===== src/hdl/clamped_second_order_iir_rate_assert.svh =====
// assertion macros shared by the rate filter modules
`ifndef CLAMPED_SECOND_ORDER_IIR_RATE_ASSERT_SVH
`define CLAMPED_SECOND_ORDER_IIR_RATE_ASSERT_SVH
`ifndef SYNTHESIS
// check a property at every clock edge outside reset
`define CSOIR_ASSERT(label, clk, rst, prop) \
   label: assert property (@(posedge clk) disable iff (rst) (prop)) \
      else $error("csoir assertion failed");
// check a property at every clock edge, reset included
`define CSOIR_ASSERT_ALWAYS(label, clk, prop) \
   label: assert property (@(posedge clk) (prop)) \
      else $error("csoir assertion failed");
`else
`define CSOIR_ASSERT(label, clk, rst, prop)
`define CSOIR_ASSERT_ALWAYS(label, clk, prop)
`endif
`endif


===== src/hdl/csoir_pkg.sv =====
// types, constants and register map of the clamped second-order rate filter
package csoir_pkg;

   // field widths
   localparam int FORCE_W = 16;
   localparam int RATE_W  = 24;
   localparam int COEF_W  = 32;

   // product and accumulator widths
   localparam int FF_PROD_W = COEF_W + FORCE_W;
   localparam int FF_SUM_W  = FF_PROD_W + 2;
   localparam int FB_PROD_W = COEF_W + RATE_W;
   localparam int ACC_W     = FB_PROD_W + 3;
   localparam int FRAC_DROP = 24;
   localparam int Q_W       = ACC_W - FRAC_DROP;

   // configuration port
   localparam int CSR_IDX_W  = 3;
   localparam int CSR_DATA_W = 32;

   localparam logic [CSR_IDX_W-1:0] REG_FF_NOW      = 3'd0;
   localparam logic [CSR_IDX_W-1:0] REG_FF_PREV     = 3'd1;
   localparam logic [CSR_IDX_W-1:0] REG_FF_PPREV    = 3'd2;
   localparam logic [CSR_IDX_W-1:0] REG_FB_PREV     = 3'd3;
   localparam logic [CSR_IDX_W-1:0] REG_FB_PPREV    = 3'd4;
   localparam logic [CSR_IDX_W-1:0] REG_THRESHOLD   = 3'd5;
   localparam logic [CSR_IDX_W-1:0] REG_SATURATION  = 3'd6;
   localparam logic [CSR_IDX_W-1:0] REG_BASELINE    = 3'd7;

   localparam logic signed [FORCE_W-1:0] SATURATION_RESET = 16'sd32767;
   localparam logic signed [RATE_W-1:0]  SATURATED_RATE   = 24'sd25600;
   localparam logic signed [RATE_W-1:0]  RATE_MAX         = 24'sh7fffff;
   localparam logic signed [RATE_W-1:0]  RATE_MIN         = 24'sh800000;

   // rounding bias, half of the dropped fraction
   localparam logic signed [ACC_W-1:0] ROUND_BIAS = ACC_W'(1) <<< (FRAC_DROP - 1);

   // item classes
   localparam int CLS_W = 2;
   localparam logic [CLS_W-1:0] CLS_FILTER   = 2'd0;
   localparam logic [CLS_W-1:0] CLS_SATURATE = 2'd1;
   localparam logic [CLS_W-1:0] CLS_BASELINE = 2'd2;

   // queue depths
   localparam int CMDQ_DEPTH = 2;
   localparam int CMDQ_PTR_W = $clog2(CMDQ_DEPTH);
   localparam int CMDQ_CNT_W = $clog2(CMDQ_DEPTH + 1);
   localparam int OUTQ_DEPTH = 2;
   localparam int OUTQ_PTR_W = $clog2(OUTQ_DEPTH);
   localparam int OUTQ_CNT_W = $clog2(OUTQ_DEPTH + 1);

   // configuration registers
   typedef struct packed {
      logic signed [COEF_W-1:0]  ff_gain_now;
      logic signed [COEF_W-1:0]  ff_gain_prev;
      logic signed [COEF_W-1:0]  ff_gain_pprev;
      logic signed [COEF_W-1:0]  fb_gain_prev;
      logic signed [COEF_W-1:0]  fb_gain_pprev;
      logic signed [FORCE_W-1:0] force_threshold;
      logic signed [FORCE_W-1:0] force_saturation;
      logic signed [RATE_W-1:0]  baseline_rate;
   } cfg_type;

   // classified item from the front to the back
   typedef struct packed {
      logic [CLS_W-1:0]           cls;
      logic signed [FF_SUM_W-1:0] ff_sum;
   } cmd_type;

endpackage


===== src/hdl/csoir_csr.sv =====
// configuration registers of the rate filter
module csoir_csr (
   input  logic                                clock,
   input  logic                                reset,
   input  logic                                csr_valid,
   output logic                                csr_ready,
   input  logic [csoir_pkg::CSR_IDX_W-1:0]     csr_index,
   input  logic [csoir_pkg::CSR_DATA_W-1:0]    csr_data,
   output csoir_pkg::cfg_type                  cfg
);

   csoir_pkg::cfg_type cfg_ff;
   csoir_pkg::cfg_type cfg_in;

   assign csr_ready = 1'b1;
   assign cfg       = cfg_ff;

   // register write decode
   always_comb begin
      cfg_in = cfg_ff;
      if (csr_valid && csr_ready) begin
         unique case (csr_index)
            csoir_pkg::REG_FF_NOW:     cfg_in.ff_gain_now   = csr_data;
            csoir_pkg::REG_FF_PREV:    cfg_in.ff_gain_prev  = csr_data;
            csoir_pkg::REG_FF_PPREV:   cfg_in.ff_gain_pprev = csr_data;
            csoir_pkg::REG_FB_PREV:    cfg_in.fb_gain_prev  = csr_data;
            csoir_pkg::REG_FB_PPREV:   cfg_in.fb_gain_pprev = csr_data;
            csoir_pkg::REG_THRESHOLD:
               cfg_in.force_threshold = csr_data[csoir_pkg::FORCE_W-1:0];
            csoir_pkg::REG_SATURATION:
               cfg_in.force_saturation = csr_data[csoir_pkg::FORCE_W-1:0];
            csoir_pkg::REG_BASELINE:
               cfg_in.baseline_rate = csr_data[csoir_pkg::RATE_W-1:0];
            default: cfg_in = cfg_ff;
         endcase
      end
   end

   // registers with their reset values
   always_ff @(posedge clock) begin
      if (reset) begin
         cfg_ff.ff_gain_now      <= '0;
         cfg_ff.ff_gain_prev     <= '0;
         cfg_ff.ff_gain_pprev    <= '0;
         cfg_ff.fb_gain_prev     <= '0;
         cfg_ff.fb_gain_pprev    <= '0;
         cfg_ff.force_threshold  <= '0;
         cfg_ff.force_saturation <= csoir_pkg::SATURATION_RESET;
         cfg_ff.baseline_rate    <= '0;
      end else begin
         cfg_ff <= cfg_in;
      end
   end

endmodule


===== config.mk =====
export PLATFORM = sky130hd
export DESIGN_NAME = csoir_csr
export DESIGN_NICKNAME = d
export VERILOG_FILES = /design/src/hdl/clamped_second_order_iir_rate_assert.svh /design/src/hdl/csoir_pkg.sv /design/src/hdl/csoir_csr.sv
export SDC_FILE = /design/constraint.sdc
export NUM_CORES = 1
export LEC_CHECK = 0
export ABC_CLOCK_PERIOD_IN_PS = 1300
export BUFFER_PORTS_ARGS = -buffer_cell sky130_fd_sc_hd__buf_4
export CORE_MARGIN = 8
export CORE_UTILIZATION = 46
export CTS_BUF_LIST = sky130_fd_sc_hd__clkbuf_16
export DETAILED_ROUTE_END_ITERATION = 8
export PLACE_DENSITY = 0.84
export RECOVER_POWER = 25
export SETUP_SLACK_MARGIN = 0.4
export SLEW_MARGIN = 20
export SYNTH_ARGS = -nofsm -noshare
export SYNTH_HDL_FRONTEND = slang
export SYNTH_SLANG_ARGS = --single-unit

===== constraint.sdc =====
create_clock -name clock -period 1.3 [get_ports clock]
set_input_delay 0.13 -clock clock [delete_from_list [all_inputs] [get_ports clock]]
set_output_delay 0.13 -clock clock [all_outputs]
set_load 0.02 [all_outputs]

Word-level counts from Yosys, hierarchy flattened. Cells that the tools add are included.

Equal/unequal tests: 7. Reductions and logical operators: 9.

Operators by type and width (count): $reduce_and A2 Y1 (8); $eq A3 B3 Y1 const B (4); $eq A3 B2 Y1 const B (2); $eq A3 B1 Y1 const B (1); $logic_not A3 Y1 (1).

Register bits after elaboration: 216. Bits of input ports: 38. Output and inout bits: 217.

Logic depth before layout (Yosys ltp).
Depth in word-level cells: 2. Depth in mapped cells: 5. Depth with buffers taken out: 2.

Worst setup path before layout. OpenSTA, ideal clock, no wires.

Path type: input to register. Start point: in csr_index[1] (netlist name). End point: reg cfg_ff (netlist bit cfg[205]). Data arrival time: 1174 ps. Cell stages on the path: 5. Buffers on the path: 3. Setup slack: 2 ps. Data required time: 1176 ps. Cell sequence: buf_2 > or4b_4 > buf_6 > buf_12 > mux2i_1.

Word-level cells in the longest chain between the ends: 2.

RTL lines: start, declared (line csoir_csr.sv:7) `input logic [csoir_pkg::CSR_IDX_W-1:0] csr_index,`; $logic_not A3 Y1 (line csoir_csr.sv:22) `unique case (csr_index)`; $reduce_and A2 Y1 (no line); end signal, assigned (line csoir_csr.sv:51) `cfg_ff <= cfg_in;`; end, declared (line csoir_csr.sv:12) `csoir_pkg::cfg_type cfg_ff;`.

No other way between the ends. A chain may end at the register's enable or synchronous reset.

Worst setup path in the final report.
Start point: in csr_valid. End point: reg cfg_ff (netlist bit cfg[120]).

Word-level cells in the longest chain between the ends: 1.

RTL lines: start, declared (line csoir_csr.sv:5) `input logic csr_valid,`; $reduce_and A2 Y1 (no line).

No other way between the ends.

==> qor.yml <==
via_per_inst: 5.018
dp_cells: 1224
route.top_layer_used: "met4"
ctsRootBufferMaster: "clkbuf_16"
worst_pin_slew_ns: 0.9188
clock-sinks: 216
seq_area_frac_synth_pct: 51.14
synth_xor_xnor_area_share_pct: 0
period_minus_slack_ns: 1.138
grt_pass1_wl_mm: 40.04
endpoint_kind: "register"
drv_slew: 0
holdWs_ns: 0.002452
r2r_cells: 4
antenna_cells: 0
grtUsageTotal_pct: 22.01
path_class: "in -> reg"
min_path_type: "in -> reg"
worstPathMaxFanout: 14
dp_slack_ns: -0.01659
setup_viol: 0
clockBufferDepth: 3
wire_per_inst_um: 20.30
synth_simple_gate_area_share_pct: 19.75
syn-num-nets: 804
dr_wl_met3_mm: 2.179
finalCritPeriodShare_pct: 87.53
design_area_um2: 13450
n_fill_cell: 1050
synth_top_area_share_pct: 51.14
finClkSkew_ns: 0
slew_headroom_pct: 38.74
start_util_pct: 46.91
wl_met1_mm: 10.93
vias: 6990
nNetsFinal: 1186
io_buffers: 253
multi_input_area_um2: 3854
timing.setup.tns_ns: 0
drt_iter0_drc: 234
path_cells: "buf_4 -> buf_4 -> nand4bb_1 -> clkbuf_2 -> mux2i_1"
min_path_cells: 3
crit_path_top_delay_cell: "clkbuf_2"
syn_inst: 766
drive_gt1_share_pct: 56.01
p_per_area_nw_per_um2: 1079
largest_reg_flops: 216
fin_cells: 1393
worst_slack_ns: 0.1621
design.core.area_um2: 18020
ys_warn_count: 0
max-vdd-ir-drop_uv: 1317
numCtsBuffers: 23
synth_top_family_by_area: "multiplexers"
critPathRequiredTime_ns: 1.72
yosys.area_share.adder_pct: 0
finalHoldViolations: 0
routed_wl_mm: 28.28
ys_top_cells_by_area: "dfxtp_1, mux2i_1, nand2b_1"
grt.overflow.total: 0
rsz0062_at_grt: "true"
dp_hpwl_mm: 16.76
antenna_left: 0
cts_tree: "done"
syn2layout_area_growth_pct: 59.07
critical-path-top-cell-by-count: "buf_4"
ys_seq_elements: 216
ios: 255
grt_pass1_vias: 7147
dieHeight_um: 151.6
regArea_um2: 4597
synth.distinct_cells: 18
synth_area_um2: 8456
power.total_mw: 14.51
htreeDepth: 1
drv_cap: 0
gp_routability_congestion: 0.7513
fin_util_pct: 74.62
power.leakage_nw: 6.679
antenna_found_initial: 0
slowest_delay_ns: 0.53
wl_met2_mm: 14.52
dpl-instance-area_um2: 10810
clock_latency_ns: 0.50
grt_max_degree: 49
clk_pin_slew_ns: 0.06
synth_largest_area_cell: "dfxtp_1"
die_w_um: 151.6
rows: 49
arrival_ns: 1.55
drcViolationCount: 0
crit_path_start_kind: "input pin"
synth_mux_area_share_pct: 25.57
synth_compound_area_share_pct: 0
max_freq_ghz: 0.8788
dr.pass1.iters: 5
status: "completed"
die_area_um2: 22980
avgSynthCellArea_um2: 11.04
[layer usage]
| metal | global-route usage (%) | vias up |
|---|---|---|
| li1 | - | 3284 |
| met1 | 24.72 | 3407 |
| met2 | 39.78 | 246 |
| met3 | 6.237 | 53 |
| met4 | 6.320 | 0 |
| met5 | 0 | - |
[Yosys cell counts]
| cell type | n |
|---|---|
| and4b_1 | 1 |
| or4b_4 | 1 |
| conb_1 | 1 |
| buf_1 | 1 |
| nor4b_1 | 1 |
| buf_6 | 2 |
| nand4_1 | 1 |
| nand4bb_1 | 3 |
| nand4b_1 | 2 |
| nor4bb_1 | 1 |
| clkbuf_1 | 31 |
| buf_4 | 3 |
| nor2_1 | 30 |
| nand2b_1 | 233 |
| dfxtp_1 | 216 |
| buf_2 | 22 |
| mux2i_1 | 216 |
| buf_12 | 1 |
[worst max-delay path: cells and delay by family]
kind                   cells  cell delay (ns)
buffers and inverters      3             0.80
multiplexers               1             0.27
AND/OR/NAND/NOR            1             0.34
[area by class of cell]
cell class                 count  area share, %
tap                          229          2.130
sequential                   216          34.18
timing repair buffer         417          29.98
clock buffer                  23          4.279
clock inverter                18         0.7814
multi-input combinational    490          28.65
[worst paths after layout]
path | from | endpoint | slack, ns
max | csr_valid | cfg[120] | 0.16
min | csr_data[28] | cfg[212] | 0.002
max reg2reg | cfg[19] | cfg[19] | 0.41
min reg2reg | cfg[71] | cfg[71] | 0.48
[cells in the final DEF, fill, tap and decap left out, drive strengths merged]
cell type / count
nand4b: 2
inv: 9
bufinv: 1
dfxtp: 216
mux2i: 216
and4b: 1
dlygate4sd3: 15
nor4b: 1
nand4bb: 3
conb: 1
nor2: 30
nand2b: 233
clkbuf: 31
clkinv: 7
nand4: 1
buf: 394
nor4bb: 1
or4b: 1
clkinvlp: 1
[repair_timing]
| action | 4_1_cts | 5_1_grt |
|---|---|---|
| cloned | 0 | 0 |
| hold buffers | 15 | 0 |
| endpoints found under the hold margin | 15 | 0 |
| resized for setup | 432 | 10 |
| setup endpoints to repair | 216 | 244 |
| buffers inserted | 44 | 69 |
[power breakdown]
part	switching, mW	internal [mW]	leakage (nW)
Clock	2.67	3.40	0.361
Combinational	0.742	0.787	4.48
Sequential	0.118	6.79	1.84
[logic make-up after synthesis]
group,after synthesis
buf+inv,60
simple gates,273
other cells,1
flops,216
mux,216
(Power assumes the default switching activity.)
