`src/hdl/clamped_second_order_iir_rate_assert.svh`:
```
// assertion macros shared by the rate filter modules
`ifndef CLAMPED_SECOND_ORDER_IIR_RATE_ASSERT_SVH
`define CLAMPED_SECOND_ORDER_IIR_RATE_ASSERT_SVH
`ifndef SYNTHESIS
// check a property at every clock edge outside reset
`define CSOIR_ASSERT(label, clk, rst, prop) \
   label: assert property (@(posedge clk) disable iff (rst) (prop)) \
      else $error("csoir assertion failed");
// check a property at every clock edge, reset included
`define CSOIR_ASSERT_ALWAYS(label, clk, prop) \
   label: assert property (@(posedge clk) (prop)) \
      else $error("csoir assertion failed");
`else
`define CSOIR_ASSERT(label, clk, rst, prop)
`define CSOIR_ASSERT_ALWAYS(label, clk, prop)
`endif
`endif

```
`src/hdl/csoir_pkg.sv`:
```
// types, constants and register map of the clamped second-order rate filter
package csoir_pkg;

   // field widths
   localparam int FORCE_W = 16;
   localparam int RATE_W  = 24;
   localparam int COEF_W  = 32;

   // product and accumulator widths
   localparam int FF_PROD_W = COEF_W + FORCE_W;
   localparam int FF_SUM_W  = FF_PROD_W + 2;
   localparam int FB_PROD_W = COEF_W + RATE_W;
   localparam int ACC_W     = FB_PROD_W + 3;
   localparam int FRAC_DROP = 24;
   localparam int Q_W       = ACC_W - FRAC_DROP;

   // configuration port
   localparam int CSR_IDX_W  = 3;
   localparam int CSR_DATA_W = 32;

   localparam logic [CSR_IDX_W-1:0] REG_FF_NOW      = 3'd0;
   localparam logic [CSR_IDX_W-1:0] REG_FF_PREV     = 3'd1;
   localparam logic [CSR_IDX_W-1:0] REG_FF_PPREV    = 3'd2;
   localparam logic [CSR_IDX_W-1:0] REG_FB_PREV     = 3'd3;
   localparam logic [CSR_IDX_W-1:0] REG_FB_PPREV    = 3'd4;
   localparam logic [CSR_IDX_W-1:0] REG_THRESHOLD   = 3'd5;
   localparam logic [CSR_IDX_W-1:0] REG_SATURATION  = 3'd6;
   localparam logic [CSR_IDX_W-1:0] REG_BASELINE    = 3'd7;

   localparam logic signed [FORCE_W-1:0] SATURATION_RESET = 16'sd32767;
   localparam logic signed [RATE_W-1:0]  SATURATED_RATE   = 24'sd25600;
   localparam logic signed [RATE_W-1:0]  RATE_MAX         = 24'sh7fffff;
   localparam logic signed [RATE_W-1:0]  RATE_MIN         = 24'sh800000;

   // rounding bias, half of the dropped fraction
   localparam logic signed [ACC_W-1:0] ROUND_BIAS = ACC_W'(1) <<< (FRAC_DROP - 1);

   // item classes
   localparam int CLS_W = 2;
   localparam logic [CLS_W-1:0] CLS_FILTER   = 2'd0;
   localparam logic [CLS_W-1:0] CLS_SATURATE = 2'd1;
   localparam logic [CLS_W-1:0] CLS_BASELINE = 2'd2;

   // queue depths
   localparam int CMDQ_DEPTH = 2;
   localparam int CMDQ_PTR_W = $clog2(CMDQ_DEPTH);
   localparam int CMDQ_CNT_W = $clog2(CMDQ_DEPTH + 1);
   localparam int OUTQ_DEPTH = 2;
   localparam int OUTQ_PTR_W = $clog2(OUTQ_DEPTH);
   localparam int OUTQ_CNT_W = $clog2(OUTQ_DEPTH + 1);

   // configuration registers
   typedef struct packed {
      logic signed [COEF_W-1:0]  ff_gain_now;
      logic signed [COEF_W-1:0]  ff_gain_prev;
      logic signed [COEF_W-1:0]  ff_gain_pprev;
      logic signed [COEF_W-1:0]  fb_gain_prev;
      logic signed [COEF_W-1:0]  fb_gain_pprev;
      logic signed [FORCE_W-1:0] force_threshold;
      logic signed [FORCE_W-1:0] force_saturation;
      logic signed [RATE_W-1:0]  baseline_rate;
   } cfg_type;

   // classified item from the front to the back
   typedef struct packed {
      logic [CLS_W-1:0]           cls;
      logic signed [FF_SUM_W-1:0] ff_sum;
   } cmd_type;

endpackage

```
`src/hdl/csoir_front.sv`:
```
// front end: force history, clamp classification and feedforward products
module csoir_front (
   input  logic                                   clock,
   input  logic                                   reset,
   input  csoir_pkg::cfg_type                     cfg,
   input  logic                                   req_push,
   output logic                                   req_full,
   input  logic signed [csoir_pkg::FORCE_W-1:0]   req_force_sample,
   output logic                                   cmd_push,
   input  logic                                   cmd_full,
   output csoir_pkg::cmd_type                     cmd_data
);

   logic signed [csoir_pkg::FORCE_W-1:0]   force_hist_one_ff;
   logic signed [csoir_pkg::FORCE_W-1:0]   force_hist_one_in;
   logic signed [csoir_pkg::FORCE_W-1:0]   force_hist_two_ff;
   logic signed [csoir_pkg::FORCE_W-1:0]   force_hist_two_in;
   logic signed [csoir_pkg::FF_PROD_W-1:0] prod_now;
   logic signed [csoir_pkg::FF_PROD_W-1:0] prod_prev;
   logic signed [csoir_pkg::FF_PROD_W-1:0] prod_pprev;

   assign req_full = cmd_full;
   assign cmd_push = req_push && !cmd_full;

   // feedforward products over the current and two past forces
   assign prod_now   = csoir_pkg::FF_PROD_W'(cfg.ff_gain_now)
                     * csoir_pkg::FF_PROD_W'(req_force_sample);
   assign prod_prev  = csoir_pkg::FF_PROD_W'(cfg.ff_gain_prev)
                     * csoir_pkg::FF_PROD_W'(force_hist_one_ff);
   assign prod_pprev = csoir_pkg::FF_PROD_W'(cfg.ff_gain_pprev)
                     * csoir_pkg::FF_PROD_W'(force_hist_two_ff);

   // feedforward sum and clamp classification, saturation wins over threshold
   always_comb begin
      cmd_data.ff_sum = csoir_pkg::FF_SUM_W'(prod_now)
                      + csoir_pkg::FF_SUM_W'(prod_prev)
                      + csoir_pkg::FF_SUM_W'(prod_pprev);
      if (req_force_sample >= cfg.force_saturation) begin
         cmd_data.cls = csoir_pkg::CLS_SATURATE;
      end else if (req_force_sample <= cfg.force_threshold) begin
         cmd_data.cls = csoir_pkg::CLS_BASELINE;
      end else begin
         cmd_data.cls = csoir_pkg::CLS_FILTER;
      end
   end

   // force history shifts on every accepted transaction
   always_comb begin
      force_hist_one_in = force_hist_one_ff;
      force_hist_two_in = force_hist_two_ff;
      if (cmd_push) begin
         force_hist_one_in = req_force_sample;
         force_hist_two_in = force_hist_one_ff;
      end
   end

   always_ff @(posedge clock) begin
      if (reset) begin
         force_hist_one_ff <= '0;
         force_hist_two_ff <= '0;
      end else begin
         force_hist_one_ff <= force_hist_one_in;
         force_hist_two_ff <= force_hist_two_in;
      end
   end

endmodule

```
`config.mk`:
```
export PLATFORM = sky130hd
export DESIGN_NAME = csoir_front
export DESIGN_NICKNAME = d
export VERILOG_FILES = /design/src/hdl/clamped_second_order_iir_rate_assert.svh /design/src/hdl/csoir_pkg.sv /design/src/hdl/csoir_front.sv
export SDC_FILE = /design/constraint.sdc
export NUM_CORES = 2
export LEC_CHECK = 0
export ABC_AREA = 0
export BUFFER_PORTS_ARGS = -buffer_cell sky130_fd_sc_hd__buf_2
export CAP_MARGIN = 20
export CORE_AREA = 2 2 355 357
export CTS_CLUSTER_SIZE = 12
export DETAILED_ROUTE_END_ITERATION = 7
export DIE_AREA = 0 0 357 359
export GPL_TIMING_DRIVEN = 0
export MAX_ROUTING_LAYER = met4
export PLACE_DENSITY = 0.64
export SYNTH_ARGS = -nofsm -noshare
export SYNTH_HDL_FRONTEND = slang
export SYNTH_SLANG_ARGS = --single-unit
```
`constraint.sdc`:
```
create_clock -name clock -period 9.5 [get_ports clock]
set_clock_uncertainty 0.05 [all_clocks]
set_input_delay 1.425 -clock clock [delete_from_list [all_inputs] [get_ports clock]]
set_output_delay 1.425 -clock clock [all_outputs]
set_load 0.03 [all_outputs]
```
# Yosys cells after proc, flatten, opt, wreduce, memory -nomap -nowiden
# Cells that the tools add are included.
# word_totals
ff_bits	32
latch_bits	0
ram_bits	0
romBits	0
input_bits	236
out_inout_bits	54
elab_cells	13
n_memories	0
# classes
add_sub_neg	2
n_mul	3
n_div	0
magnitude_cmp	2
eq_ne	0
n_shift	0
muxes	2
bitwise	0
reduce_logical	2
# ops
cell	n
$mul 32x16->48	3
$add 49x48->50	1
$add 48x48->49	1
$ge 16x16->1	1
$le 16x16->1	1
$mux 2	2
$logic_and 1x1->1	1
$logic_not 1->1	1

# Depth between registers and ports, before layout
# logic_depth
depth_word	3
mapped_depth	30
mapped_depth_nobuf	28

# Worst setup path before layout
# Ideal clock, no wire load.
# synth_path
kind	in2out
start	input port cfg[151] in the netlist's numbering
end	output port cmd_data[46] in the netlist's numbering
t_arrival_ns	9.136
t_required_ns	8.025
setup_slack_ns	-1.111
cell_stages	27
n_path_buf	1
path_cell_list	clkbuf_1 > nand2_1 > inv_1 > fa_1 > inv_1 > fa_1 > fa_1 > inv_1 > fa_1 > inv_1 > fa_1 > inv_1 > fa_1 > fa_1 > fa_1 > inv_1 > fa_1 > inv_1 > ha_1 > a21o_1 > a21o_1 > a21oi_1 > o21ai_0 > a21o_1 > o211a_1 > o41a_1 > xor2_1
# synth_lines
item	line_no	source
start, declared	csoir_front.sv:5	input csoir_pkg::cfg_type cfg,
end, declared	csoir_front.sv:11	output csoir_pkg::cmd_type cmd_data

==> out/results.tsv <==
metric	value	unit
final wirelength	192000	um
CP delay by family, top	adder cells	
Final Hold Viols	0	
worst skew pair latency	0.28	ns
Avg Cell Area, Syn	9.14	um^2
most used flip-flop cell after synthesis	dfxtp_1	
FF+latch count, synth	32	
DRT iter0 DRCs	3063	
share of post-route cells with drive strength above 1	14.2	%
failing checks	setup timing	
Slew Limit Fails	0	
wire per inst	23.7	um
Clock Path Buffers	2	
largest net degree at the start of global routing	15	
worst-path maximum fanout	6	
RSZ-0062 raised after global routing	true	
Vias	41800	
hpwl dp	173000	um
outcome	finished, violations left	
clock sinks	32	
max_cap viols	0	
Cells after Synth	6081	
Core Rows	130	
global-route wire length before repair	289000	um
WS Path Type	input pin to output port	
Core Footprint	125000	um^2
Die Footprint	128000	um^2
Worst EP required	8.03	ns
dpl ws	-2.71	ns
global route overflow	0	
Die Span X	357	um
Startpoint Class	input pin	
I/O pins	290	
Via density	5.15	
Starting Density	44.6	%
post-synthesis sequential area ratio	1.15	%
Worst Path Buf+Inv	12	
commonest non-fill, non-tap cell in the layout	inv_1	
IO Port Bufs	200	
vias in the first global route	45600	
DRC violations left	0	
setup violators final	39	
worst setup margin	-1.13	ns
Layout area overhead	16.6	%
Final ANT Viol Nets	0	
most frequent cells in the layout	1,756 x inv_1, 1,572 x fa_1, 910 x nand2_1, 580 x and2_1, 245 x ha_1	
worst rel slew slack	32.2	%
routability cong.	0.997	
Root Buffer	clkbuf_16	
CP Capture Type	output port	
Critical Path Max Stage Delay	0.66	ns
CTS tree	done	
ys async rst share	0	%
clock slew at reported path FFs	0.05	ns
Post-Syn Nets	8266	
TritonRoute pass-1 iters	6	
initial antenna violation count	12	
Post-CTS Hold Buffers	0	
Final Cycle Share	112	%
Synthesis Warnings	0	
Post-synth EDFFs	0	
Max Clock Freq	94.1	MHz
CP max stage cell	fa_2	
CTS buffer count	5	
fin crit period	10.63	ns
deepest level of the CTS H-tree	2	
CP arrival	9.16	ns
total track usage	31.7	%
synthesized cell area	55600	um^2
Die Span Y	359	um
Hold/Removal Path Class	flip-flop to flip-flop	
Netlist cell types	55	
Tightest Pin Transition	1.02	ns
Layout Nets	8636	
[cell type report]
cell class / instances / area [um^2]
Sequential cell: 32 / 642
Timing Repair Buffer: 369 / 3270
Clock buffer: 7 / 153
Multi-Input combinational cell: 3966 / 49100
Tap cell: 1650 / 2060
Antenna cell: 10 / 25.0
Buffer: 258 / 2740
Fill cell: 11600 / 59700
Inverter: 1819 / 6860
[cell usage after synthesis (3+ instances only)]
cell,number,area share (%)
o2111ai_1,3,0.047
a211oi_1,3,0.040
nand2_1,941,6.4
o211ai_1,6,0.081
ha_1,281,6.3
xnor2_1,41,0.65
nor2_1,65,0.44
xor2_1,14,0.22
a21boi_0,5,0.068
a221oi_1,3,0.047
inv_1,1819,12
o21ai_0,27,0.24
or3_1,3,0.034
nor2b_1,49,0.55
nand2b_1,38,0.43
nor3_1,16,0.14
o21a_1,12,0.16
and3_1,7,0.079
a21o_1,24,0.32
clkbuf_1,262,1.8
and2_1,606,6.8
nor4_1,4,0.045
nand3_1,15,0.14
nand4_1,7,0.079
o21ai_1,4,0.036
o21bai_1,8,0.11
fa_1,1668,60
dfxtp_1,32,1.2
a31oi_1,6,0.068
a21oi_1,83,0.75
[what timing repair did]
item / CTS / global route
gates cloned: 2 / 3
pin swaps: 132 / 156
endpoints found under the setup margin: 42 / 41
buffers inserted: 93 / 74
resized for setup: 632 / 304
[routing by layer]
metal,GRT usage (%),wire [um],share of wire (%)
met1,40.9,75600,39
met2,49.7,89000,46
met3,6.26,17400,9.1
met4,11.8,10000,5.2
met5,-,0,0
[kinds of logic (layout without fill, tap and decap cells)]
logic type | after synthesis | in the layout | synth area share, %
buffers and inverters | 2083 | 2453 | 14.1
adders and majority gates | 1949 | 1949 | 66.4
and+or+nand+nor | 1755 | 1755 | 15.2
AOI/OAI and AO/OA | 206 | 206 | 2.36
xor gates and xnor gates | 55 | 55 | 0.866
DFF | 32 | 32 | 1.15
muxes | 1 | 1 | 0.0180
other | 0 | 10 | 0
[worst paths after layout]
kind	startpoint	to	slack, ns	cells past startpoint
setup / recovery	req_force_sample[15]	cmd_data[49]	-1.13	31
hold / removal	force_hist_two_ff[3]	force_hist_two_ff[3]	0.48	2
setup reg to reg	force_hist_two_ff[15]	force_hist_two_ff[15]	8.00	3
hold reg to reg	force_hist_two_ff[3]	force_hist_two_ff[3]	0.48	2
[sequential cells by signal (all words and copies together), names as in the netlist]
| signal | count |
|---|---|
| force_hist_one_ff | 16 |
| force_hist_two_ff | 16 |
[per-stage QoR]
step | hold slack, ns | utilization, % | cells | setup TNS [ns] | cell area [um^2]
floorplan | 0.425 | - | 6081 | -1.39 | 56900
global placement | 0.453 | 48.1 | 7931 | -73.27 | 59900
detailed placement | 0.458 | 48.1 | 7932 | -70.84 | 60000
CTS | 0.467 | 50.9 | 8028 | -29.94 | 63500
global route | 0.499 | 52.1 | 8110 | -35.77 | 64900
finish | 0.476 | 52.1 | 8111 | -29.97 | 64900
[worst register-to-register path, delay by kind of cell, from the launching register on]
family                 cells  cell delay (ns)
flip-flops                 1             0.62
buffers and inverters      1             0.49
AND/OR/NAND/NOR            1             0.10
AO/OA/AOI/OAI              1             0.17
Power is not shown: default switching activity piles up to over one toggle a cycle in this logic, so the estimate is an artifact.
