**config.mk**
```make
export PLATFORM = sky130hd
export DESIGN_NAME = csoir_back
export DESIGN_NICKNAME = d
export VERILOG_FILES = /design/src/hdl/csoir_pkg.sv /design/src/hdl/csoir_back.sv
export VERILOG_INCLUDE_DIRS = /design/src /design/src/hdl
export SDC_FILE = /design/constraint.sdc
export NUM_CORES = 2
export LEC_CHECK = 0
export BUFFER_PORTS_ARGS = -buffer_cell sky130_fd_sc_hd__buf_4
export CORE_MARGIN = 5
export CORE_UTILIZATION = 46
export CTS_BUF_LIST = sky130_fd_sc_hd__clkbuf_4 sky130_fd_sc_hd__clkbuf_8 sky130_fd_sc_hd__clkbuf_16
export DETAILED_ROUTE_END_ITERATION = 10
export MAX_ROUTING_LAYER = met4
export PLACE_DENSITY = 0.71
export REMOVE_ABC_BUFFERS = 1
export SYNTH_ARGS = -nofsm -noshare
export SYNTH_HDL_FRONTEND = slang
export SYNTH_SLANG_ARGS = --single-unit
export TNS_END_PERCENT = 100
```
**constraint.sdc**
```tcl
create_clock -name clock -period 25.3 [get_ports clock]
set_input_delay 1.265 -clock clock [delete_from_list [all_inputs] [get_ports clock]]
set_output_delay 1.265 -clock clock [all_outputs]
set_load 0.02 [all_outputs]
```
**src/hdl/clamped_second_order_iir_rate_assert.svh**
```systemverilog
// assertion macros shared by the rate filter modules
`ifndef CLAMPED_SECOND_ORDER_IIR_RATE_ASSERT_SVH
`define CLAMPED_SECOND_ORDER_IIR_RATE_ASSERT_SVH
`ifndef SYNTHESIS
// check a property at every clock edge outside reset
`define CSOIR_ASSERT(label, clk, rst, prop) \
   label: assert property (@(posedge clk) disable iff (rst) (prop)) \
      else $error("csoir assertion failed");
// check a property at every clock edge, reset included
`define CSOIR_ASSERT_ALWAYS(label, clk, prop) \
   label: assert property (@(posedge clk) (prop)) \
      else $error("csoir assertion failed");
`else
`define CSOIR_ASSERT(label, clk, rst, prop)
`define CSOIR_ASSERT_ALWAYS(label, clk, prop)
`endif
`endif

```
**src/hdl/csoir_pkg.sv**
```systemverilog
// types, constants and register map of the clamped second-order rate filter
package csoir_pkg;

   // field widths
   localparam int FORCE_W = 16;
   localparam int RATE_W  = 24;
   localparam int COEF_W  = 32;

   // product and accumulator widths
   localparam int FF_PROD_W = COEF_W + FORCE_W;
   localparam int FF_SUM_W  = FF_PROD_W + 2;
   localparam int FB_PROD_W = COEF_W + RATE_W;
   localparam int ACC_W     = FB_PROD_W + 3;
   localparam int FRAC_DROP = 24;
   localparam int Q_W       = ACC_W - FRAC_DROP;

   // configuration port
   localparam int CSR_IDX_W  = 3;
   localparam int CSR_DATA_W = 32;

   localparam logic [CSR_IDX_W-1:0] REG_FF_NOW      = 3'd0;
   localparam logic [CSR_IDX_W-1:0] REG_FF_PREV     = 3'd1;
   localparam logic [CSR_IDX_W-1:0] REG_FF_PPREV    = 3'd2;
   localparam logic [CSR_IDX_W-1:0] REG_FB_PREV     = 3'd3;
   localparam logic [CSR_IDX_W-1:0] REG_FB_PPREV    = 3'd4;
   localparam logic [CSR_IDX_W-1:0] REG_THRESHOLD   = 3'd5;
   localparam logic [CSR_IDX_W-1:0] REG_SATURATION  = 3'd6;
   localparam logic [CSR_IDX_W-1:0] REG_BASELINE    = 3'd7;

   localparam logic signed [FORCE_W-1:0] SATURATION_RESET = 16'sd32767;
   localparam logic signed [RATE_W-1:0]  SATURATED_RATE   = 24'sd25600;
   localparam logic signed [RATE_W-1:0]  RATE_MAX         = 24'sh7fffff;
   localparam logic signed [RATE_W-1:0]  RATE_MIN         = 24'sh800000;

   // rounding bias, half of the dropped fraction
   localparam logic signed [ACC_W-1:0] ROUND_BIAS = ACC_W'(1) <<< (FRAC_DROP - 1);

   // item classes
   localparam int CLS_W = 2;
   localparam logic [CLS_W-1:0] CLS_FILTER   = 2'd0;
   localparam logic [CLS_W-1:0] CLS_SATURATE = 2'd1;
   localparam logic [CLS_W-1:0] CLS_BASELINE = 2'd2;

   // queue depths
   localparam int CMDQ_DEPTH = 2;
   localparam int CMDQ_PTR_W = $clog2(CMDQ_DEPTH);
   localparam int CMDQ_CNT_W = $clog2(CMDQ_DEPTH + 1);
   localparam int OUTQ_DEPTH = 2;
   localparam int OUTQ_PTR_W = $clog2(OUTQ_DEPTH);
   localparam int OUTQ_CNT_W = $clog2(OUTQ_DEPTH + 1);

   // configuration registers
   typedef struct packed {
      logic signed [COEF_W-1:0]  ff_gain_now;
      logic signed [COEF_W-1:0]  ff_gain_prev;
      logic signed [COEF_W-1:0]  ff_gain_pprev;
      logic signed [COEF_W-1:0]  fb_gain_prev;
      logic signed [COEF_W-1:0]  fb_gain_pprev;
      logic signed [FORCE_W-1:0] force_threshold;
      logic signed [FORCE_W-1:0] force_saturation;
      logic signed [RATE_W-1:0]  baseline_rate;
   } cfg_type;

   // classified item from the front to the back
   typedef struct packed {
      logic [CLS_W-1:0]           cls;
      logic signed [FF_SUM_W-1:0] ff_sum;
   } cmd_type;

endpackage

```
**src/hdl/csoir_back.sv**
```systemverilog
// back end: feedback products, rounding, clamping, rate history and result queue
`include "clamped_second_order_iir_rate_assert.svh"
module csoir_back (
   input  logic                                  clock,
   input  logic                                  reset,
   input  csoir_pkg::cfg_type                    cfg,
   input  csoir_pkg::cmd_type                    cmd_data,
   input  logic                                  cmd_empty,
   output logic                                  cmd_pop,
   output logic                                  rsp_empty,
   input  logic                                  rsp_pop,
   output logic signed [csoir_pkg::RATE_W-1:0]   rsp_spike_rate
);

   logic signed [csoir_pkg::RATE_W-1:0]     rate_hist_one_ff;
   logic signed [csoir_pkg::RATE_W-1:0]     rate_hist_one_in;
   logic signed [csoir_pkg::RATE_W-1:0]     rate_hist_two_ff;
   logic signed [csoir_pkg::RATE_W-1:0]     rate_hist_two_in;
   logic signed [csoir_pkg::FB_PROD_W-1:0]  prod_prev;
   logic signed [csoir_pkg::FB_PROD_W-1:0]  prod_pprev;
   logic signed [csoir_pkg::ACC_W-1:0]      acc;
   logic signed [csoir_pkg::ACC_W-1:0]      acc_rnd;
   logic signed [csoir_pkg::Q_W-1:0]        quo;
   logic signed [csoir_pkg::RATE_W-1:0]     filt_rate;
   logic signed [csoir_pkg::RATE_W-1:0]     rate;
   logic signed [csoir_pkg::RATE_W-1:0]     out_mem_ff [csoir_pkg::OUTQ_DEPTH];
   logic [csoir_pkg::OUTQ_PTR_W-1:0]        out_wr_ff;
   logic [csoir_pkg::OUTQ_PTR_W-1:0]        out_wr_in;
   logic [csoir_pkg::OUTQ_PTR_W-1:0]        out_rd_ff;
   logic [csoir_pkg::OUTQ_PTR_W-1:0]        out_rd_in;
   logic [csoir_pkg::OUTQ_CNT_W-1:0]        out_cnt_ff;
   logic [csoir_pkg::OUTQ_CNT_W-1:0]        out_cnt_in;
   logic                                    out_full;
   logic                                    out_pop;

   assign out_full = (out_cnt_ff == csoir_pkg::OUTQ_CNT_W'(csoir_pkg::OUTQ_DEPTH));
   assign cmd_pop  = !cmd_empty && !out_full;

   // feedback products over the two past rates
   assign prod_prev  = csoir_pkg::FB_PROD_W'(cfg.fb_gain_prev)
                     * csoir_pkg::FB_PROD_W'(rate_hist_one_ff);
   assign prod_pprev = csoir_pkg::FB_PROD_W'(cfg.fb_gain_pprev)
                     * csoir_pkg::FB_PROD_W'(rate_hist_two_ff);

   // full sum, round half up, drop the fraction
   assign acc     = csoir_pkg::ACC_W'(cmd_data.ff_sum)
                  - csoir_pkg::ACC_W'(prod_prev)
                  - csoir_pkg::ACC_W'(prod_pprev);
   assign acc_rnd = acc + csoir_pkg::ROUND_BIAS;
   assign quo     = acc_rnd[csoir_pkg::ACC_W-1:csoir_pkg::FRAC_DROP];

   // saturate to the rate range when the high bits disagree with the sign
   always_comb begin
      if (quo[csoir_pkg::Q_W-1:csoir_pkg::RATE_W-1] == '0
          || quo[csoir_pkg::Q_W-1:csoir_pkg::RATE_W-1] == '1) begin
         filt_rate = quo[csoir_pkg::RATE_W-1:0];
      end else if (quo[csoir_pkg::Q_W-1]) begin
         filt_rate = csoir_pkg::RATE_MIN;
      end else begin
         filt_rate = csoir_pkg::RATE_MAX;
      end
   end

   // result select by class
   always_comb begin
      unique case (cmd_data.cls)
         csoir_pkg::CLS_SATURATE: rate = csoir_pkg::SATURATED_RATE;
         csoir_pkg::CLS_BASELINE: rate = cfg.baseline_rate;
         csoir_pkg::CLS_FILTER:   rate = filt_rate;
         default:                 rate = filt_rate;
      endcase
   end

   // rate history takes every result, clamped ones too
   always_comb begin
      rate_hist_one_in = rate_hist_one_ff;
      rate_hist_two_in = rate_hist_two_ff;
      if (cmd_pop) begin
         rate_hist_one_in = rate;
         rate_hist_two_in = rate_hist_one_ff;
      end
   end

   always_ff @(posedge clock) begin
      if (reset) begin
         rate_hist_one_ff <= '0;
         rate_hist_two_ff <= '0;
      end else begin
         rate_hist_one_ff <= rate_hist_one_in;
         rate_hist_two_ff <= rate_hist_two_in;
      end
   end

   // result queue
   assign rsp_empty      = (out_cnt_ff == '0);
   assign out_pop        = rsp_pop && !rsp_empty;
   assign rsp_spike_rate = out_mem_ff[out_rd_ff];

   always_comb begin
      out_wr_in  = out_wr_ff;
      out_rd_in  = out_rd_ff;
      out_cnt_in = out_cnt_ff;
      if (cmd_pop) begin
         out_wr_in = (out_wr_ff == csoir_pkg::OUTQ_PTR_W'(csoir_pkg::OUTQ_DEPTH - 1))
                   ? '0 : out_wr_ff + 1'b1;
      end
      if (out_pop) begin
         out_rd_in = (out_rd_ff == csoir_pkg::OUTQ_PTR_W'(csoir_pkg::OUTQ_DEPTH - 1))
                   ? '0 : out_rd_ff + 1'b1;
      end
      if (cmd_pop && !out_pop) begin
         out_cnt_in = out_cnt_ff + 1'b1;
      end else if (out_pop && !cmd_pop) begin
         out_cnt_in = out_cnt_ff - 1'b1;
      end
   end

   always_ff @(posedge clock) begin
      if (reset) begin
         out_wr_ff  <= '0;
         out_rd_ff  <= '0;
         out_cnt_ff <= '0;
      end else begin
         out_wr_ff  <= out_wr_in;
         out_rd_ff  <= out_rd_in;
         out_cnt_ff <= out_cnt_in;
      end
   end

   always_ff @(posedge clock) begin
      if (cmd_pop) begin
         out_mem_ff[out_wr_ff] <= rate;
      end
   end

   `CSOIR_ASSERT(a_outq_count_bound, clock, reset,
      out_cnt_ff <= csoir_pkg::OUTQ_CNT_W'(csoir_pkg::OUTQ_DEPTH))
   `CSOIR_ASSERT(a_result_visible, clock, reset, cmd_pop |=> !rsp_empty)
   `CSOIR_ASSERT(a_rate_hist_shift, clock, reset,
      cmd_pop |=> (rate_hist_two_ff == $past(rate_hist_one_ff)))
   `CSOIR_ASSERT_ALWAYS(a_reset_clears_outq, clock,
      reset |=> (out_cnt_ff == '0))

endmodule

```
# --- Word level (Yosys, flattened, before mapping) ---
# Memories as Yosys holds them, arrays and structs flattened. A register that Yosys moved wholly into a read port is not among the register bits.
# Index checks and enable logic that the tools add are counted.
word_totals:
  ram_bits: 48
  latch_bits: 0
  romBits: 0
  word_cells: 43
  ff_bits: 52
  output_inout_bits: 26
  input_bits: 272
  n_memories: 1
memory_table:
  columns: ["memory", "depth", "width", "rd", "rd_ports_with_merged_regs", "write_ports", "line_no", "text"]
  rows:
  - ["out_mem_ff", 2, 24, 1, 1, 1, "csoir_back.sv:26", "logic signed [csoir_pkg::RATE_W-1:0] out_mem_ff [csoir_pkg::OUTQ_DEPTH];"]
op_classes:
  div: 0
  bitwise_logic: 0
  shift: 0
  reduce_logical: 13
  n_eq_ne: 4
  mux: 11
  n_addsub: 7
  magnitude_cmp: 0
  mul: 2
ops:
  columns: ["cell", "count"]
  rows:
  - ["$mul 32x24->56", 2]
  - ["$add 58x25->59 const B", 1]
  - ["$sub 57x56->58", 1]
  - ["$sub 50x56->57", 1]
  - ["$mux 24", 2]
  - ["$pmux 24 s2", 1]
  - ["$eq 12x12->1 const B", 1]
  - ["$logic_not 12->1", 1]
  - ["$mux 1", 6]
  - ["$logic_not 1->1", 5]
  - ["$eq 2x2->1 const B", 2]
  - ["$logic_and 1x1->1", 4]
  - ["$mux 2", 2]
  - ["$add 1x1->1 const B", 2]
  - ["$add 2x1->2 const B", 1]
  - ["$eq 2x1->1 const B", 1]
  - ["$logic_not 2->1", 1]
  - ["$reduce_bool 2->1", 1]
  - ["$sub 2x1->2 const B", 1]
  - ["$logic_or 1x1->1", 1]

# --- Logic depth before layout (Yosys ltp) ---
logic_depth:
  ltp_word: 8
  ltp_mapped: 35
  mapped_depth_nobuf: 32

# --- Least setup slack after synthesis ---
# OpenSTA, ideal clock, no wires.
synth_path:
  kind: "input -> register"
  from: "input cfg[87] (netlist bit)"
  to: "memory out_mem_ff[0][11] (netlist bit), data pin"
  path_stages: 32
  n_path_buf: 4
  slack_ns: 14.836
  setup_ns: 0.264
  arrival_ns: 10.200
  required_time_ns: 25.036
  path_cell_list: "clkbuf_1 > nand2_1 > fa_1 > fa_1 > inv_1 > fa_1 > inv_1 > fa_1 > inv_1 > fa_1 > fa_1 > inv_1 > fa_1 > fa_1 > inv_1 > fa_1 > inv_1 > ha_1 > buf_2 > nand2_1 > or3_1 > or2_1 > a211oi_2 > or3_1 > buf_4 > mux2i_1 > o211ai_1 > or4_4 > o211a_1 > buf_6 > a21oi_1 > nand2_1"
synth_between:
  elab_chain_cells: 7
  word_cells_on_any_way: 9
  classes_between: "2 x add/sub; 1 x mul; 1 x eq/ne; 3 x mux; 2 x reduce/logical"
synth_lines:
  columns: ["element", "line_no", "text"]
  rows:
  - ["start, declared", "csoir_back.sv:6", "input csoir_pkg::cfg_type cfg,"]
  - ["$mul 32x24->56 (*)", "csoir_back.sv:43", "* csoir_pkg::FB_PROD_W'(rate_hist_two_ff);"]
  - ["$sub 57x56->58 (*)", "csoir_back.sv:48", "- csoir_pkg::ACC_W'(prod_pprev);"]
  - ["$add 58x25->59 (*)", "csoir_back.sv:49", "assign acc_rnd = acc + csoir_pkg::ROUND_BIAS;"]
  - ["$eq 12x12->1 or $logic_not 12->1 (tied branches)", "csoir_back.sv:55, csoir_back.sv:54", null]
  - ["$logic_or 1x1->1", "csoir_back.sv:55", "|| quo[csoir_pkg::Q_W-1:csoir_pkg::RATE_W-1] == '1) begin"]
  - ["$mux 24 (*)", "csoir_back.sv:54", "if (quo[csoir_pkg::Q_W-1:csoir_pkg::RATE_W-1] == '0"]
  - ["$pmux 24 s2 (*)", "csoir_back.sv:66", "unique case (cmd_data.cls)"]
  - ["net rate, one bit", "csoir_back.sv:25", "logic signed [csoir_pkg::RATE_W-1:0] rate;"]
  - ["end, declared", "csoir_back.sv:26", null]
# Mark *: on every way through the listed nets, which the timed path passes. The rest lies on a longest branch.

# --- Worst setup path in the final report ---
layout_path:
  from: "input cfg[119] (netlist bit)"
  to: "memory out_mem_ff[0][1] (netlist bit), data pin"
layout_between:
  elab_chain_cells: 8
  word_cells_on_any_way: 10
  classes_between: "3 x add/sub; 1 x mul; 1 x eq/ne; 3 x mux; 2 x reduce/logical"
layout_lines:
  columns: ["element", "line_no", "text"]
  rows:
  - ["$mul 32x24->56 (*)", "csoir_back.sv:41", "* csoir_pkg::FB_PROD_W'(rate_hist_one_ff);"]
  - ["$sub 50x56->57 (*)", "csoir_back.sv:47", "- csoir_pkg::ACC_W'(prod_prev)"]
  - ["$sub 57x56->58 (*)", "csoir_back.sv:48", null]
  - ["$add 58x25->59 (*)", "csoir_back.sv:49", null]
  - ["$eq 12x12->1 or $logic_not 12->1 (tied branches)", "csoir_back.sv:55, csoir_back.sv:54", null]
  - ["$logic_or 1x1->1", "csoir_back.sv:55", null]
  - ["$mux 24 (*)", "csoir_back.sv:54", null]
  - ["$pmux 24 s2 (*)", "csoir_back.sv:66", null]
  - ["net rate, one bit", "csoir_back.sv:25", null]
# Marked as above.

==> metrics.yaml <==
seq_area_frac_synth: 0.0396
worstPathMaxFanout: 23
skew_ns: 0.0121
clock-sinks: 101
period_needed_ns: 12.27
tns_ns: 0
drtIter0Drc: 2751
grt_overflow: 0
crit_arrival_ns: 12.47
post_cts_buffers: 0
cp-end-kind: "flop"
multi_input_area_um2: 51800
start_kind: "input pin"
rrSetupSlack_ns: 13.48
clock_path_buffers: 2
synth_cell_types: 74
worst_slew_pin_slew_ns: 1.25
synth_top_area_cell: "fa_1"
synthTopCellsByArea: "fa_1 (57%), inv_1 (12%), ha_1 (6.4%)"
worstPathRequired_ns: 25.49
crit_slowest_cell: "o32ai_4"
synth_top_area_frac: 0.572
final_cells: 8488
cts_resized: 0
grt_max_degree: 73
postSynthCellCount: 6793
slew_violations: 0
fillCellCount: 12835
numCtsBuffers: 9
wirelength_um: 175000
antenna_found_initial: 3
dieArea_um2: 145000
critPathBufInv: 5
fin_util: 0.482
seqCellArea_um2: 2520
io_buffers: 169
slowest_delay_ns: 1.10
coreArea_um2: 137000
fmax_mhz: 81.5
gp_congestion: 0.979
drt-pass1-iter-count: 6
wl_per_cell_um: 20.6
ant_nets: 0
relSlewSlack: 0.166
drc: 0
max-cap-violations: 0
hold_viol: 0
die_x_um: 381
grtUsageTotal: 0.259
fin_crit_sh: 0.485
initial_core_util: 0.461
grt_first_pass_wirelength_um: 282000
ios: 298
drive_above_1_share: 0.0468
ys_ff_latch: 101
cts_tree: "built"
clock_latency_ns: 0.37
mostFrequentLayoutCells: "inv_1 (1997), fa_1 (1804), nand2_1 (1006), and2_1 (614), ha_1 (324)"
cpMostUsedCell: "fa_1"
finalSetupViolCount: 0
ys_warn_count: 0
critPathKind: "in2reg"
netlist_area_um2: 63100
layout-area-overhead-vs-synth_pct: 4.63
fin_nets: 9088
ctsHoldBuffers: 0
drt-vias-per-instance: 5.25
synthFlopType: "dfxtp_1"
die_h_um: 381
htree_levels: 3
synth_edf_count: 48
hold_class: "reg2reg"
hpwl_um: 145000
dr_total_vias: 44544
path_delay_family: "adder cells"
final_common_cell: "inv_1"
dp.cells: 8471
rows: 136
grt_pass1_vias: 51470
synth_async_sr_flop_share: 0
clk_pin_slew_worst_paths_ns: 0.08
syn_avg_cell_area_um2: 9.30
cts-root-buf: "clkbuf_16"
rsz0062_at_grt: "no"
status: "complete, no violations"
cell families after synthesis:
family / Yosys count / synth area share
buffers and inverters: 2337 / 0.140
and+or+nand+nor: 1848 / 0.141
adders and majority gates: 2128 / 0.636
AOI/OAI and AO/OA: 301 / 0.0315
muxes: 30 / 0.00523
DFF: 101 / 0.0396
xor gates and xnor gates: 48 / 0.00666
layout make-up:
cell class                 instances  area share
multi-input combinational       4355       0.784
sequential                       101      0.0381
clock buffer                       9     0.00341
timing repair buffer             223      0.0253
tap                             1794      0.0340
inverter                        1998       0.114
antenna                            1   0.0000379
clock inverter                     7     0.00119
worst paths after layout:
path,end,cells after the start,start
setup reg to reg,out_mem_ff[0][1],26,rate_hist_one_ff[13]
hold reg to reg,rate_hist_two_ff[14],2,rate_hist_two_ff[14]
hold / removal,rate_hist_two_ff[14],2,rate_hist_two_ff[14]
setup / recovery,out_mem_ff[0][1],27,cfg[119]
per-layer routing:
layer,GRT usage,share of wire,vias up
met5,-,0,-
met4,0.149,0.076,0
met3,0.0257,0.051,523
met2,0.468,0.54,1570
met1,0.277,0.34,23612
li1,-,-,18839
worst min-delay path, stage by stage (launching register included):
cell and delay, ns:
dfxtp_1 0.32, nand2_1 0.05, a21oi_1 0.06
state kept, by name (all words and copies together), names as in the netlist, named ones only:
register / cells
out_mem_ff: 48
rate_hist_one_ff: 24
rate_hist_two_ff: 24
out_cnt_ff: 2
out_rd_ff: 1
out_wr_ff: 1
synth_stat cells (21+ instances only):
master,count
nor2b_1,68
nand2_1,1006
ha_1,324
fa_1,1804
inv_1,1997
o21ai_0,46
nor2_1,48
a31oi_1,23
o21bai_1,27
mux2_2,24
dfxtp_1,53
nand3_1,31
a21oi_1,96
clkbuf_1,324
xor2_1,21
and2_1,614
a21o_1,21
xnor2_1,27
edfxtp_1,48
stage by stage:
step                      hold WS (ns)  worst slack (ns)  cell area [µm²]
after floorplan                  0.472             14.96            61800
after global placement           0.442             12.91            65800
after detailed placement         0.463             12.82            65800
after CTS                        0.473             13.17            66100
after global routing             0.513             12.47            66100
final                            0.477             13.03            66100
Power is not shown: default switching activity piles up to over one toggle a cycle in this logic, so the estimate is an artifact.
